===== config.mk =====
export PLATFORM = sky130hd
export DESIGN_NAME = pre_ctrl
export DESIGN_NICKNAME = d
export VERILOG_FILES = /design/src/palindrome_radius_engine_unit_macros.svh /design/src/pre_pkg.sv /design/src/pre_ctrl.sv
export SDC_FILE = /design/constraint.sdc
export NUM_CORES = 1
export LEC_CHECK = 0
export BUFFER_PORTS_ARGS = -buffer_cell sky130_fd_sc_hd__buf_2
export CORE_MARGIN = 2
export CORE_UTILIZATION = 39
export CTS_CLUSTER_DIAMETER = 60
export DETAILED_ROUTE_END_ITERATION = 12
export GPL_ROUTABILITY_DRIVEN = 0
export GPL_TIMING_DRIVEN = 0
export PLACE_DENSITY = 0.77
export SLEW_MARGIN = 20
export SYNTH_ARGS = -nofsm -noshare
export SYNTH_HDL_FRONTEND = slang
export SYNTH_SLANG_ARGS = --single-unit

===== constraint.sdc =====
create_clock -name clock -period 1.8 [get_ports clock]
set_input_delay 0.27 -clock clock [delete_from_list [all_inputs] [get_ports clock]]
set_output_delay 0.27 -clock clock [all_outputs]
set_load 0.01 [all_outputs]

===== src/palindrome_radius_engine_unit_macros.svh =====
// ---------------------------------------------------------------------------
// Assertion macros for the palindrome radius engine
// Each macro expects a clock named clock and a synchronous reset named reset.
// ---------------------------------------------------------------------------
`ifndef PALINDROME_RADIUS_ENGINE_UNIT_MACROS_SVH
`define PALINDROME_RADIUS_ENGINE_UNIT_MACROS_SVH

// Same-cycle implication
`define PRE_ASSERT_IMP(label, ante, cons, msg) \
   label: assert property (@(posedge clock) disable iff (reset) (ante) |-> (cons)) \
      else $error(msg);

// Next-cycle implication
`define PRE_ASSERT_NXT(label, ante, cons, msg) \
   label: assert property (@(posedge clock) disable iff (reset) (ante) |=> (cons)) \
      else $error(msg);

`endif


===== src/pre_pkg.sv =====
// ---------------------------------------------------------------------------
// pre_pkg
// Shared types, field widths and codes of the palindrome radius engine.
// ---------------------------------------------------------------------------
package pre_pkg;

   localparam int MAX_LEN_DEF = 1024;

   localparam int CHAR_W   = 8;
   localparam int IDX_W    = 10;
   localparam int RANGE_W  = 11;
   localparam int LEN_W    = 11;
   localparam int START_W  = 10;
   localparam int RAD_W    = 10;
   localparam int OLEN_W   = 10;
   localparam int ELEN_W   = 11;
   localparam int REQ_DATA_W = 40;
   localparam int RSP_DATA_W = 64;

   // tuser codes
   localparam logic ACT_APPEND   = 1'b0;
   localparam logic ACT_QUERY    = 1'b1;
   localparam logic KIND_SUMMARY = 1'b0;
   localparam logic KIND_QUERY   = 1'b1;

   // Radius memory read source
   typedef enum logic [1:0] {
      RD_MIRROR,
      RD_ODD,
      RD_EVEN,
      RD_RANGE
   } rd_sel_type;

   // Request tdata, lowest field last
   typedef struct packed {
      logic [RANGE_W-1:0] range_end;
      logic [RANGE_W-1:0] range_start;
      logic [IDX_W-1:0]   index;
      logic [CHAR_W-1:0]  char_in;
   } req_data_type;

   // Response tdata, lowest field last
   typedef struct packed {
      logic               error;
      logic               is_pal;
      logic [ELEN_W-1:0]  even_len;
      logic [RAD_W-1:0]   even_radius;
      logic [OLEN_W-1:0]  odd_len;
      logic [RAD_W-1:0]   odd_radius;
      logic [START_W-1:0] longest_start;
      logic [LEN_W-1:0]   longest_len;
   } rsp_data_type;

   // Controller to datapath
   typedef struct packed {
      logic       append;
      logic       latch_q;
      logic       build_init;
      logic       r_inc;
      logic       char_rd;
      logic       wr_center;
      logic       rad_rd;
      rd_sel_type rd_sel;
      logic       mir_wr;
      logic       advance;
      logic       cap_odd;
      logic       cap_even;
      logic       load_sum;
      logic       load_qry;
   } cmd_type;

   // Datapath to controller
   typedef struct packed {
      logic slot_free;
      logic bounds_ok;
      logic sep_pos;
      logic chars_eq;
      logic mir_ok;
      logic mir_more;
      logic done_next;
   } sts_type;

endpackage


===== src/pre_ctrl.sv =====
// ---------------------------------------------------------------------------
// pre_ctrl
// Sequencer for appends, the Manacher build and radius queries.
// ---------------------------------------------------------------------------
module pre_ctrl (
   input  logic             clock,
   input  logic             reset,
   input  logic             req_tvalid,
   input  logic             req_action,
   input  logic             req_last,
   output logic             req_tready,
   input  pre_pkg::sts_type sts,
   output pre_pkg::cmd_type cmd
);

   typedef enum logic [3:0] {
      S_IDLE,
      S_EXT,
      S_EXT_CMP,
      S_MIR_RD,
      S_MIR_CHK,
      S_SUM,
      S_Q_ODD,
      S_Q_EVEN,
      S_Q_RANGE,
      S_Q_RESP
   } state_type;

   state_type state_ff, state_in;

   assign req_tready = (state_ff == S_IDLE);

   // Decode commands and next state
   always_comb begin
      cmd      = '0;
      state_in = state_ff;
      case (state_ff)
         S_IDLE: begin
            if (req_tvalid) begin
               if (req_action == pre_pkg::ACT_APPEND) begin
                  cmd.append = 1'b1;
                  if (req_last) begin
                     cmd.build_init = 1'b1;
                     state_in       = S_EXT;
                  end
               end else begin
                  cmd.latch_q = 1'b1;
                  state_in    = S_Q_ODD;
               end
            end
         end
         S_EXT: begin
            if (!sts.bounds_ok) begin
               cmd.wr_center = 1'b1;
               state_in      = S_MIR_RD;
            end else if (sts.sep_pos) begin
               cmd.r_inc = 1'b1;
            end else begin
               cmd.char_rd = 1'b1;
               state_in    = S_EXT_CMP;
            end
         end
         S_EXT_CMP: begin
            if (sts.chars_eq) begin
               cmd.r_inc = 1'b1;
               state_in  = S_EXT;
            end else begin
               cmd.wr_center = 1'b1;
               state_in      = S_MIR_RD;
            end
         end
         S_MIR_RD: begin
            if (sts.mir_ok) begin
               cmd.rad_rd = 1'b1;
               cmd.rd_sel = pre_pkg::RD_MIRROR;
               state_in   = S_MIR_CHK;
            end else begin
               cmd.advance = 1'b1;
               state_in    = sts.done_next ? S_SUM : S_EXT;
            end
         end
         S_MIR_CHK: begin
            if (sts.mir_more) begin
               cmd.mir_wr = 1'b1;
               state_in   = S_MIR_RD;
            end else begin
               cmd.advance = 1'b1;
               state_in    = sts.done_next ? S_SUM : S_EXT;
            end
         end
         S_SUM: begin
            if (sts.slot_free) begin
               cmd.load_sum = 1'b1;
               state_in     = S_IDLE;
            end
         end
         S_Q_ODD: begin
            cmd.rad_rd = 1'b1;
            cmd.rd_sel = pre_pkg::RD_ODD;
            state_in   = S_Q_EVEN;
         end
         S_Q_EVEN: begin
            cmd.cap_odd = 1'b1;
            cmd.rad_rd  = 1'b1;
            cmd.rd_sel  = pre_pkg::RD_EVEN;
            state_in    = S_Q_RANGE;
         end
         S_Q_RANGE: begin
            cmd.cap_even = 1'b1;
            cmd.rad_rd   = 1'b1;
            cmd.rd_sel   = pre_pkg::RD_RANGE;
            state_in     = S_Q_RESP;
         end
         S_Q_RESP: begin
            if (sts.slot_free) begin
               cmd.load_qry = 1'b1;
               state_in     = S_IDLE;
            end
         end
         default: begin
            state_in = S_IDLE;
         end
      endcase
   end

   // Hold state
   always_ff @(posedge clock) begin
      if (reset) begin
         state_ff <= S_IDLE;
      end else begin
         state_ff <= state_in;
      end
   end

endmodule


## Word-level counts from Yosys, hierarchy flattened

Cells that the tools add are included.

| operators by class | value |
|---|---|
| equality and inequality tests | 13 |
| reductions and logical operators | 3 |
| multiplexer cells | 38 |

Operators by type and width:

| operator | number |
|---|---|
| 4-bit one-hot mux with 9 select lines | 1 |
| 4-bit two-way mux | 6 |
| 1-bit two-way mux | 19 |
| 3-bit two-way mux | 6 |
| 4-bit by 3-bit == test with 1-bit output, second input constant | 4 |
| 3-bit one-hot mux with 4 select lines | 1 |
| 4-bit by 2-bit == test with 1-bit output, second input constant | 2 |
| 4-bit == test, second input constant | 2 |
| 3-bit inequality test, second input constant | 2 |
| 1-bit one-hot mux with 2 select lines | 3 |
| 4-bit by 1-bit == test with 1-bit output, second input constant | 1 |
| 4-bit zero test | 1 |
| 2-bit two-way mux | 2 |
| 4-bit AND reduction | 1 |
| 2-bit by 1-bit inequality test with 1-bit output, second input constant | 1 |
| 2-bit inequality test, second input constant | 1 |
| 2-bit OR reduction | 1 |

| storage, ports and cells | value |
|---|---|
| output and inout port bits | 16 |
| word-level logic and storage cells | 55 |
| input port bits | 12 |
| bits in registers | 4 |

## Logic depth before layout (Yosys ltp)

Gate-level depths: netlist (run 1).

| depth | value |
|---|---|
| word-level depth | 4 |
| gate-level depth with buffers | 6 |
| gate-level depth less buffers | 4 |

## Worst setup path after synthesis (run 1)

OpenSTA, ideal clock, no wires.

| path | value |
|---|---|
| kind | reg2out |
| start point | register state_ff[1] |
| end point | output port cmd[12] in the netlist's numbering |
| slack | 0.260 ns |
| arrival | 1.270 ns |
| data required time | 1.530 ns |
| stages on the path, launching flop included | 6 |
| buffers on the path | 1 |
| path through | dfxtp_1 > buf_2 > nor4_4 > nand2_1 > nor2_1 > and2_1 |

RTL lines:

| element | RTL line | source |
|---|---|---|
| start, declared | pre_ctrl.sv:29 | `state_type state_ff, state_in;` |
| start signal, assigned | pre_ctrl.sv:131 | `state_ff <= state_in;` |
| end, declared | pre_ctrl.sv:13 | `output pre_pkg::cmd_type cmd` |

==> results of run 1 <==
[logic make-up after synthesis]
group | Yosys count | synth area share, %
buf+inv | 7 | 5.94
flops | 4 | 15.8
xor+xnor | 1 | 1.73
compound gates | 18 | 26.2
simple gates | 45 | 50.3
[per-layer routing]
layer,GRT usage (%),routed length [µm],up-vias
li1,-,-,343
met1,23.4,649,318
met2,35.5,708,35
met3,5.00,116,0
met4,0.862,0,0
met5,0,0,-
[placed cells by master (no fill, tap or decap), types with 2 or more instances in the layout]
cell / netlist / routed
nand3_1: 2 / 2
or4b_1: 2 / 2
a21oi_1: 2 / 2
a21o_1: 2 / 2
nand2_1: 10 / 10
buf_2: 3 / 27
nor3b_1: 2 / 2
o21ai_0: 5 / 5
and3_1: 3 / 3
dfxtp_2: 0 / 3
nor2_1: 12 / 11
buf_4: 0 / 5
o31ai_1: 2 / 2
clkbuf_4: 0 / 5
nor2b_1: 4 / 3
[how the worst max path moves through the flow]
stage                             startpoint  slack, ns  depth (start not counted)       to
global route        state_ff[3]$_SDFFE_PP0P_      -0.06                          6  cmd[12]
detailed placement  state_ff[1]$_SDFFE_PP0P_       0.18                          6   cmd[9]
floorplan           state_ff[1]$_SDFFE_PP0P_       0.26                          5  cmd[12]
global placement    state_ff[1]$_SDFFE_PP0P_       0.17                          6   cmd[9]
finish              state_ff[3]$_SDFFE_PP0P_       0.07                          6  cmd[12]
CTS                 state_ff[1]$_SDFFE_PP0P_       0.03                          5   cmd[7]
[metrics by stage]
| step | area, µm² | utilization, % | hold slack (ns) |
|---|---|---|---|
| finish | 741 | 64.1 | 0.258 |
| global route | 741 | 64.1 | 0.239 |
| CTS | 688 | 59.5 | 0.246 |
| detailed placement | 658 | 56.9 | 0.489 |
| global placement | 658 | 56.9 | 0.488 |
| floorplan | 505 | - | 0.336 |
[cell usage after synthesis]
| cell type | number |
|---|---|
| o31ai_1 | 2 |
| clkbuf_1 | 2 |
| nand2b_1 | 1 |
| nand3_1 | 2 |
| nor3_1 | 2 |
| o311a_1 | 1 |
| nor4_4 | 1 |
| o211ai_1 | 1 |
| xnor2_1 | 1 |
| and2_1 | 1 |
| a21oi_1 | 2 |
| inv_1 | 1 |
| a21o_1 | 2 |
| a221oi_2 | 1 |
| and2b_4 | 1 |
| o32ai_1 | 1 |
| and4_1 | 1 |
| nor2b_1 | 4 |
| dfxtp_1 | 4 |
| nand4_1 | 1 |
| or2_1 | 1 |
| nor2_1 | 12 |
| and3_1 | 3 |
| o32a_1 | 1 |
| o2bb2ai_1 | 1 |
| nand2_1 | 10 |
| a22oi_1 | 1 |
| o21ai_0 | 5 |
| inv_2 | 1 |
| buf_2 | 3 |
| nor3b_1 | 2 |
| or4b_1 | 2 |
| or2b_1 | 1 |
[cell type report]
type / instances / area, µm²
Inverter: 2 / 7.51
Tap cell: 14 / 17.5
Sequential cell: 4 / 83.8
Clock buffer: 3 / 22.5
Timing Repair Buffer: 31 / 165
Multi-Input combinational cell: 64 / 405
Buffer: 5 / 38.8
Fill cell: 109 / 415
[critical path, cell delays in order, from the launching register on]
cell and delay [ns]:
dfxtp_2 0.33, buf_6 0.13, nor4_4 0.31, nand2_1 0.11, nor2_2 0.13, and2_1 0.12
buf_2 0.12
[repair_timing]
action                                  4_1_cts  5_1_grt
endpoints found under the setup margin        2        5
gates resized for setup                       3       13
pin swaps                                     0        4
setup buffers                                 0        4
[power by group through the flow]
stage	sequential [mW]	clock (mW)	combinational, mW
after detailed placement	0.173	0	0.700
after floorplan	0.161	0	0.527
after global placement	0.172	0	0.695
final	0.183	0.104	0.748
after CTS	0.174	0.110	0.710
after global routing	0.190	0.120	0.829
==> metrics, run 1 <==
run status finished, final reports clean; final worst slack 0.0710 ns; max FFs per register 4; global-route wire length before repair 2140 µm; Worst setup EP type output pin; P&R area growth vs syn 46.5%; Mapped Area 505 µm²; Gate power share 72.3%; total grt overflow 0; r2r endpoint state_ff[0]$_SDFFE_PP0P_; worst r2r src state_ff[3]$_SDFFE_PP0P_; DP Wirelength 1070 µm; kind of critical path flip-flop to output pin; Final Max Slew Viols 0; Clk Latency, worst-skew pair 0.23 ns; Syn Nets 87; largest net degree at the start of global routing 11; Mapped Cells 75; largest reg by FF count state_ff; final setup TNS 0 ns; die area 1600 µm²; synth top area cells dfxtp_1 16%, nor2_1 8.9%, nand2_1 7.4%; CP startpoint kind flip-flop; Worst-path clk slew 0.03 ns; RSZ-0062 raised after global routing true; Syn. warnings 0; reg2reg path depth 5; Finish-stage setup viols 0; clk root buf clkbuf_4; gr usage total 19.4%; Hold-fix buffers, CTS 0; H-tree depth reported by CTS 1; Ports 28; Sw Pwr 0.493 mW; Worst Max-Slew Pin Slew 0.319 ns; Final Hold Viols 0; Hold Crit Class input port to flip-flop; VDD IR max 0.766 mV; ANT cells 0; drt first-iter violations 16; clk buf depth 2; WHS Path Cells 2; Cell Count Post-Placement 116; #FFs+latches synth 4; Routed Antenna Nets 0; post-place setup slack 0.182 ns; hold endpoint state_ff[0]$_SDFFE_PP0P_; total power 1.03 mW; Seq pwr share 17.7%; residual DRC count 0; Crit path required time 1.53 ns; core region area 1160 µm²; Clock Power Share 10.0%; initial core utilization 43.7%; largest area contributor in the netlist dfxtp_1; vias in the first global route 508; post-synthesis sequential area ratio 15.8%; DRT Wirelength 1470 µm; R2R setup slack 0.40 ns; crit path DAT 1.46 ns; cell internal pwr 0.542 mW; Vias 696; power per cell area 1400 nW/µm²; Nets 123; Hold Startpoint reset; Die W 40 µm; Mapped Avg Cell Area 6.74 µm²; achievable frequency 578 MHz; CTS Sinks 4; Yosys top cell area share 15.8%; TritonCTS Buffers 3; Period minus WS final 1.73 ns; Via-to-Cell Ratio 5.66; worst clock skew 0.00281 ns; Slew HR 78.6%; initial antenna violation count 0; count of input and output buffers 27; Chip Height 40 µm; row count 12; leakage 0.387 nW; layout cell share with drive strength beyond 1 45.0%; biggest regs state_ff: 4 flops; Max-Cap Viols 0; Avg WL per Cell 12.0 µm; DR pass1 iterations 4; switching part of the total 47.7%; Cell variety after synth 33; Final period util 96.1%; crit-path max FO 7; CTS tree built; final non-filler cell total 123
No activity file was read; power rests on OpenSTA's default activity.
==> run 2: changes to the inputs <==
==> constraint.sdc (replaced) <==
create_clock -name clock -period 1.8 [get_ports clock]
set_input_delay 0.09 -clock clock [delete_from_list [all_inputs] [get_ports clock]]
set_output_delay 0.09 -clock clock [all_outputs]
set_load 0.01 [all_outputs]
==> run 2 against run 1 <==
Effect of this change:
- die area unchanged
- clock skew about the same
- worst setup slack better by 0.086 ns
- sequential share of layout area up 0.43 points
- clock-buffer cell count unchanged
- cell area down 7.9%
- critical endpoint is now cmd[7]
- first-iteration DRC count down 13%
- non-clock buffer count down 4
- highest routed layer unchanged
- via count down 4.6%
- largest cell class unchanged
- wire length down 5.3%
==> metrics, run 2 (synthesis results as in run 1) <==
worst clock skew 0.00260 ns (-0.000211 ns); H-tree depth reported by CTS 1 (unchanged); drt first-iter violations 14 (-2); gr usage total 19.3% (-0.12 points); Gate power share 72.1% (-0.2 points); achievable frequency 609 MHz (+5.2%); DP Wirelength 1070 µm (unchanged); initial antenna violation count 0 (unchanged); run status finished, final reports clean; Worst-path clk slew 0.03 ns (about the same); vias in the first global route 511 (+0.59%); Vias 664 (-4.6%); RSZ-0062 raised after global routing false; Nets 119 (-3.3%); initial core utilization 43.7% (unchanged); P&R area growth vs syn 34.9%; final worst slack 0.157 ns (+0.0858 ns); DRT Wirelength 1400 µm (-5.3%); Hold Crit Class input port to flip-flop; fillers 114 (+4.6%); VDD IR max 0.689 mV (-10%); layout cell share with drive strength beyond 1 36.2% (-8.8 points); residual DRC count 0 (unchanged); post-place setup slack 0.361 ns (+0.179 ns); row count 12 (unchanged); ANT cells 0 (unchanged); Worst setup EP type output pin; commonest non-fill, non-tap cells in the layout 30 x buf_2, 12 x nor2_1, 10 x nand2_1, 5 x o21ai_0; total grt overflow 0 (unchanged); Via-to-Cell Ratio 5.58 (-1.4%); clk buf depth 2 (unchanged); Crit path required time 1.71 ns (+0.18 ns); Hold Startpoint reset; post-CTS setup buffer count 0 (unchanged); largest reg by FF count state_ff; count of input and output buffers 27 (unchanged); r2r endpoint state_ff[1]$_SDFFE_PP0P_; clk root buf clkbuf_4; Slew HR 71.6% (-7.0 points); Period minus WS final 1.64 ns (-0.0858 ns); DR pass1 iterations 4 (unchanged); Reg area 80.1 µm² (-4.5%); Die W 40 µm (unchanged); hold endpoint state_ff[0]$_SDFFE_PP0P_; leakage 0.356 nW (-7.9%); core region area 1160 µm² (unchanged); Final Hold Viols 0 (unchanged); Final Max Slew Viols 0 (unchanged); largest net degree at the start of global routing 11 (unchanged); Clock Power Share 10.5% (+0.5 points); Sw Pwr 0.478 mW (-3.1%); Chip Height 40 µm (unchanged); Clk Latency, worst-skew pair 0.23 ns (about the same); TritonCTS Buffers 3 (unchanged); power per cell area 1450 nW/µm² (+3.7%); crit-path max FO 10 (+3); crit path DAT 1.55 ns (+0.09 ns); worst r2r src state_ff[0]$_SDFFE_PP0P_; Final Util 59.0% (-5.1 points); Worst Max-Slew Pin Slew 0.426 ns (+0.107 ns); Max-Cap Viols 0 (unchanged); reg2reg path depth 4 (-1); Seq pwr share 17.4% (-0.3 points); R2R setup slack 0.36 ns (-0.04 ns); most common cell after layout, fill and taps aside buf_2; CP startpoint kind flip-flop; Routed Antenna Nets 0 (unchanged); max FFs per register 4 (unchanged); die area 1600 µm² (unchanged); Ports 28 (unchanged); Final period util 91.3% (-4.8 points); Avg WL per Cell 11.7 µm (-2.1%); Finish-stage setup viols 0 (unchanged); final setup TNS 0 ns (unchanged); global-route wire length before repair 2120 µm (-0.98%); area of the multi-input gates 395 µm² (-2.5%); kind of critical path flip-flop to output pin; CTS tree built; switching part of the total 48.4% (+0.70 points); Hold-fix buffers, CTS 0 (unchanged); biggest regs state_ff: 4 flops; WHS Path Cells 2 (unchanged); CTS Sinks 4 (unchanged); total power 0.988 mW (-4.5%); cell internal pwr 0.510 mW (-5.8%)
## run 2: repair_timing
| action | 4_1_cts | 5_1_grt |
|---|---|---|
| resized for setup | 0 | 2 |
| hold endpoints to repair | 0 | 0 |
| setup endpoints to repair | 0 | 1 |
## run 2: worst max-delay path by stage
| stage | startpoint | end | slack, ns | depth (start not counted) |
|---|---|---|---|---|
| floorplan | state_ff[3]$_SDFFE_PP0P_ | state_ff[3]$_SDFFE_PP0P_ | 0.42 | 5 |
| global placement | state_ff[1]$_SDFFE_PP0P_ | cmd[9] | 0.35 | 6 |
| detailed placement | state_ff[0]$_SDFFE_PP0P_ | state_ff[1]$_SDFFE_PP0P_ | 0.36 | 4 |
| CTS | state_ff[1]$_SDFFE_PP0P_ | cmd[9] | 0.10 | 6 |
| global route | state_ff[3]$_SDFFE_PP0P_ | cmd[7] | 0.01 | 5 |
| finish | state_ff[3]$_SDFFE_PP0P_ | cmd[7] | 0.16 | 5 |
## run 2: cell type report
cell class	instances	area share, %
timing repair buffer	27	19.8
inverter	2	1.10
sequential	4	11.7
tap	14	2.57
multi-input combinational	64	58.0
clock buffer	3	3.30
buffer	5	3.49
## run 2: metal layers
| metal | up-vias | GRT usage, % | share of wire, % |
|---|---|---|---|
| li1 | 335 | - | - |
| met1 | 295 | 23.1 | 43 |
| met2 | 34 | 35.5 | 48 |
| met3 | 0 | 5.00 | 8.5 |
| met4 | 0 | 0.862 | 0 |
| met5 | - | 0 | 0 |
## run 2: power groups by stage
stage               sequential, mW  combinational (mW)  clock (mW)
detailed placement           0.173               0.700           0
finish                       0.172               0.712       0.104
global route                 0.177               0.790       0.119
global placement             0.172               0.695           0
CTS                          0.172               0.703       0.110
floorplan                    0.161               0.527           0
## run 2: worst max-delay path, stage by stage (launching register included)
cell and delay [ns]:
dfxtp_1 0.35, buf_2 0.26, nand2b_1 0.14, nor3_1 0.26
or2_1 0.19, buf_2 0.14
## run 2: stage by stage
step           hold slack, ns  instance area (µm²)  cells
6_report               0.0824                  682    119
5_1_grt                0.0666                  682    119
4_1_cts                0.0661                  681    119
3_5_place_dp            0.309                  658    116
3_3_place_gp            0.308                  658    116
2_1_floorplan           0.156                  505     75
